==> src/rtl/kspm_pkg.sv <==
`default_nettype none

package kspm_pkg;

    // Store geometry
    localparam int DEPTH   = 4096;
    localparam int ADDR_W  = $clog2(DEPTH);
    localparam int COUNT_W = $clog2(DEPTH + 1);

    // Field widths
    localparam int KEY_W   = 31;
    localparam int BYTE_W  = 8;
    localparam int CFG_IDX_W = 2;

    // Configuration register indexes
    localparam logic [CFG_IDX_W-1:0] REG_PERM_KEY  = 2'd0;
    localparam logic [CFG_IDX_W-1:0] REG_DIRECTION = 2'd1;

    // Input command codes
    localparam logic CMD_LOAD = 1'b0;
    localparam logic CMD_READ = 1'b1;

    // Request to the key reduction unit
    typedef struct packed {
        logic                 start;
        logic [KEY_W-1:0]     key;
        logic [COUNT_W-1:0]   len;
    } kspm_div_req_t;

    // Answer from the key reduction unit
    typedef struct packed {
        logic                 done;
        logic [ADDR_W-1:0]    rem;
    } kspm_div_rsp_t;

endpackage

`default_nettype wire

==> src/rtl/kspm_keymod.sv <==
`default_nettype none

module kspm_keymod
    import kspm_pkg::*;
(
    input  wire logic          aclk,
    input  wire logic          aresetn,
    input  wire kspm_div_req_t req,
    output kspm_div_rsp_t      rsp
);

    logic                busy_reg,  busy_next;
    logic                done_reg,  done_next;
    logic [4:0]          cnt_reg,   cnt_next;
    logic [KEY_W-1:0]    key_reg,   key_next;
    logic [COUNT_W-1:0]  len_reg,   len_next;
    logic [ADDR_W-1:0]   rem_reg,   rem_next;
    logic [COUNT_W-1:0]  trial;

    // One remainder bit per cycle, most significant key bit first
    always_comb begin
        busy_next = busy_reg;
        done_next = 1'b0;
        cnt_next  = cnt_reg;
        key_next  = key_reg;
        len_next  = len_reg;
        rem_next  = rem_reg;
        trial     = {rem_reg, key_reg[KEY_W-1]};
        if (req.start) begin
            busy_next = 1'b1;
            cnt_next  = 5'(KEY_W - 1);
            key_next  = req.key;
            len_next  = req.len;
            rem_next  = '0;
        end else if (busy_reg) begin
            if (trial >= len_reg) begin
                rem_next = ADDR_W'(trial - len_reg);
            end else begin
                rem_next = ADDR_W'(trial);
            end
            key_next = {key_reg[KEY_W-2:0], 1'b0};
            if (cnt_reg == '0) begin
                busy_next = 1'b0;
                done_next = 1'b1;
            end else begin
                cnt_next = cnt_reg - 5'd1;
            end
        end
    end

    always_ff @(posedge aclk) begin
        if (!aresetn) begin
            busy_reg <= 1'b0;
            done_reg <= 1'b0;
            cnt_reg  <= '0;
        end else begin
            busy_reg <= busy_next;
            done_reg <= done_next;
            cnt_reg  <= cnt_next;
        end
    end

    always_ff @(posedge aclk) begin
        key_reg <= key_next;
        len_reg <= len_next;
        rem_reg <= rem_next;
    end

    assign rsp.done = done_reg;
    assign rsp.rem  = rem_reg;

endmodule

`default_nettype wire

==> config.mk <==
export PLATFORM = sky130hd
export DESIGN_NAME = kspm_keymod
export DESIGN_NICKNAME = d
export VERILOG_FILES = /design/src/rtl/kspm_pkg.sv /design/src/rtl/kspm_keymod.sv
export SDC_FILE = /design/constraint.sdc
export NUM_CORES = 1
export LEC_CHECK = 0
export ABC_AREA = 1
export BUFFER_PORTS_ARGS = -buffer_cell sky130_fd_sc_hd__buf_2
export CAP_MARGIN = 10
export CORE_MARGIN = 2
export CORE_UTILIZATION = 60
export DETAILED_ROUTE_END_ITERATION = 12
export GPL_TIMING_DRIVEN = 0
export PLACE_DENSITY = 0.85
export SETUP_SLACK_MARGIN = 0.3
export SKIP_CTS_REPAIR_TIMING = 1
export SYNTH_ARGS = -nofsm -noshare
export SYNTH_HDL_FRONTEND = slang
export SYNTH_SLANG_ARGS = --single-unit
==> constraint.sdc <==
create_clock -name aclk -period 2.9 [get_ports aclk]
set_input_delay 0.29 -clock aclk [delete_from_list [all_inputs] [get_ports aclk]]
set_output_delay 0.29 -clock aclk [all_outputs]
set_load 0.005 [all_outputs]
==> summary.md <==
| Metric | Value |
|---|---|
| Largest register FFs | 31 |
| Most used cell, CP | clkbuf_1 |
| Initial cell density of the core | roughly 62% |
| Peak Freq | between 400 and 500 MHz |
| Count of cell types in the netlist | 29 |
| Area of the multi-input gates | between 1000 and 1500 um2 |
| Worst Hold Class | in -> reg |
| Max-slew violation count | 0 |
| Mapped Cells | approximately 420 |
| Synth warn | 0 |
| Most frequent cell after synthesis | nand2_1 |
| Drt first pass iters | 7 |
| Post-route ant nets | 0 |
| Yosys reg bits | 63 |
| Register area share after synthesis | between 40% and 50% |
| Main synth FF type | edfxtp_1 |
| Clock-pin slew on the worst setup and hold paths | around 60 ps |
| Root buf cell | clkbuf_8 |
| Port bufs | just under 60 |
| Cells along the critical path | buf_2 -> clkbuf_1 -> nor2_1 -> clkbuf_1 -> clkinvlp_4 |
| Top Ports | 60 |
| Pwr dens | ~520 nW/um2 |
| Slew @ Worst Pin | 778 ps |
| Tcrit/Tclk final | 78.2% |
| WP data arrival | 2240 ps |
| Filler cells | roughly 410 |
| GP Congestion | 0.920 |
| Area grow syn2layout | 17.2% |
| First-pass GRT wire length | 12500 um |
| Post-synth top cells | 181 x nand2_1, 60 x inv_1, 44 x edfxtp_1 |
| Clk_skew | 9.23 ps |
| Avg Cell Area, Syn | between 8 and 9 um2 |
| Vias post-DR | 2951 |
| Relative slew slack | 48.1% |
| CTS tree | done |
| Mapped Nets | between 400 and 500 |
| Die ar. | 6320 um2 |
| Setup tns final | 0 ps |
| Crit path time final | 2270 ps |
| Crit path required time | 2870 ps |
| Residual DRC count | 0 |
| Gr usage total | approximately a quarter |
| TritonCTS Buffers | 9 |
| Unrepaired setup endpoints after global routing | no |
| Number of clock sinks | 63 |
| Sequential cell area | ~1700 um2 |
| CTS H-tree lvls | 3 |
| Max incr delay on CP | approximately 630 ps |
| Die height | 79.5 um |
| Initial antenna violation count | 0 |
| Slowest-stage cell, CP | clkbuf_1 |
| Count of final setup violators | 0 |
| Hold_ws | approximately 120 ps |
| ANT cells | 0 |
| Vias in the first global route | between 2000 and 3000 |
| Max Cap Viol | 0 |
| Cell leakage power | between 2 and 2.5 nW |
| Post-synth EDFFs | 44 |
| Final hold viol count | 0 |
| Main area contributors after synthesis | edfxtp_1 39%, nand2_1 20%, dfxtp_1 11% |
| WL final | around 7500 um |
| Via density | a little over 5 |
| Die X | roughly 79 um |
| GR Overflow Total | 0 |
| CP Capture Type | flop |
| CP max FO | 16 |
| Peak VDD IR | between 0.3 and 0.4 mV |
| Longest Clk Path Bufs | 2 |
| Number of cell rows | 27 |
| Fraction of registers with async set/reset | 0% |
| DRT iter0 DRCs | between 150 and 200 |
| Proportion of layout cells with a drive suffix above 1 | a little under a fifth |
| Largest net degree at the start of global routing | 32 |
| Worst-Skew Late Latency | 350 ps |
| DP HPWL | 5200 um |
| Status | completed |
| Avg WL per Cell | 13.0 um |
| Synth Cell Area | 3420 um2 |
| Core ar. | between 5000 and 6000 um2 |
| Final net count | ~560 |
| Worst Setup Path Type | in -> reg |
| Critical path startpoint category | input pin |
| Synth area leader | edfxtp_1 |
| Yosys top cell area share | just under 40% |
==> final cells by class <==
class | instances | share of cell area (%)
flip-flops and latches | 63 | 42.5
multi-input cells | 285 | 35.4
repair buffers | 59 | 7.37
inverters | 61 | 5.81
clock buffers | 12 | 3.62
well taps | 72 | 2.25
plain buffers | 14 | 1.78
clock inverters | 4 | 1.12
repair inverters | 1 | 0.187
==> through the flow <==
step                      worst slack, ps  area, um2  std cells  utilization, %  power [W]
after CTS                             445       4000        570            72.6    0.00207
final                                 631       4010        571            72.8    0.00207
after global routing                  402       4010        571            72.8    0.00215
after floorplan                      1040       3420        423               -    0.00124
after detailed placement              102       3800        554            69.1    0.00133
after global placement               86.2       3800        554            69.1    0.00131
==> worst max-delay path, delay by kind of cell <==
kind | cells | cell delay (ps)
buffers and inverters | 4 | 1690
and+or+nand+nor | 1 | 250
==> layer usage <==
| layer | wire length [um] | global-route usage (%) | vias up |
|---|---|---|---|
| met2 | 3530 | 42.9 | 116 |
| li1 | - | - | 1492 |
| met4 | 197 | 11.7 | 0 |
| met3 | 602 | 6.56 | 19 |
| met5 | 0 | 0 | - |
| met1 | 3120 | 31.7 | 1324 |
==> final timing paths <==
check / slack (ps) / end / from / cells past startpoint
max reg2reg: 760 / key_reg[22] / busy_reg / 3
max: 630 / key_reg[22] / req[44] / 5
min reg2reg: 460 / cnt_reg[4] / cnt_reg[4] / 2
min: 120 / len_reg[11] / req[11] / 1
==> cell usage in the layout (no fill, tap or decap), types with 2 or more instances in the layout <==
cell type	Yosys	layout
nand4_1	16	16
a21oi_1	9	9
edfxtp_1	44	44
clkbuf_8	0	10
buf_4	2	2
nor2_1	13	13
ha_1	14	14
nand2_2	2	2
xnor2_1	5	5
clkinv_1	1	3
nand3_1	23	23
nor2_2	2	2
o21ai_0	4	4
nor3_1	2	2
nand3_2	5	5
nand2_1	181	181
buf_2	3	62
dfxtp_1	19	19
inv_1	60	59
clkbuf_1	8	10
clkinvlp_4	0	3
==> where the power goes <==
| part | internal [W] | total (W) | switching, W |
|---|---|---|---|
| Clock | 0.000415 | 0.000755 | 0.000340 |
| Combinational | 0.0000912 | 0.000243 | 0.000152 |
| Sequential | 0.00104 | 0.00107 | 0.0000246 |
==> cells by family after synthesis <==
logic type / after synthesis / share of synthesized area (%)
fa+ha+maj: 15 / 5.71
xor+xnor: 5 / 1.28
simple gates: 249 / 31.7
buf+inv: 75 / 8.78
compound gates: 16 / 2.78
flops: 63 / 49.8
Note: power is estimated with default switching activity, not from simulation.
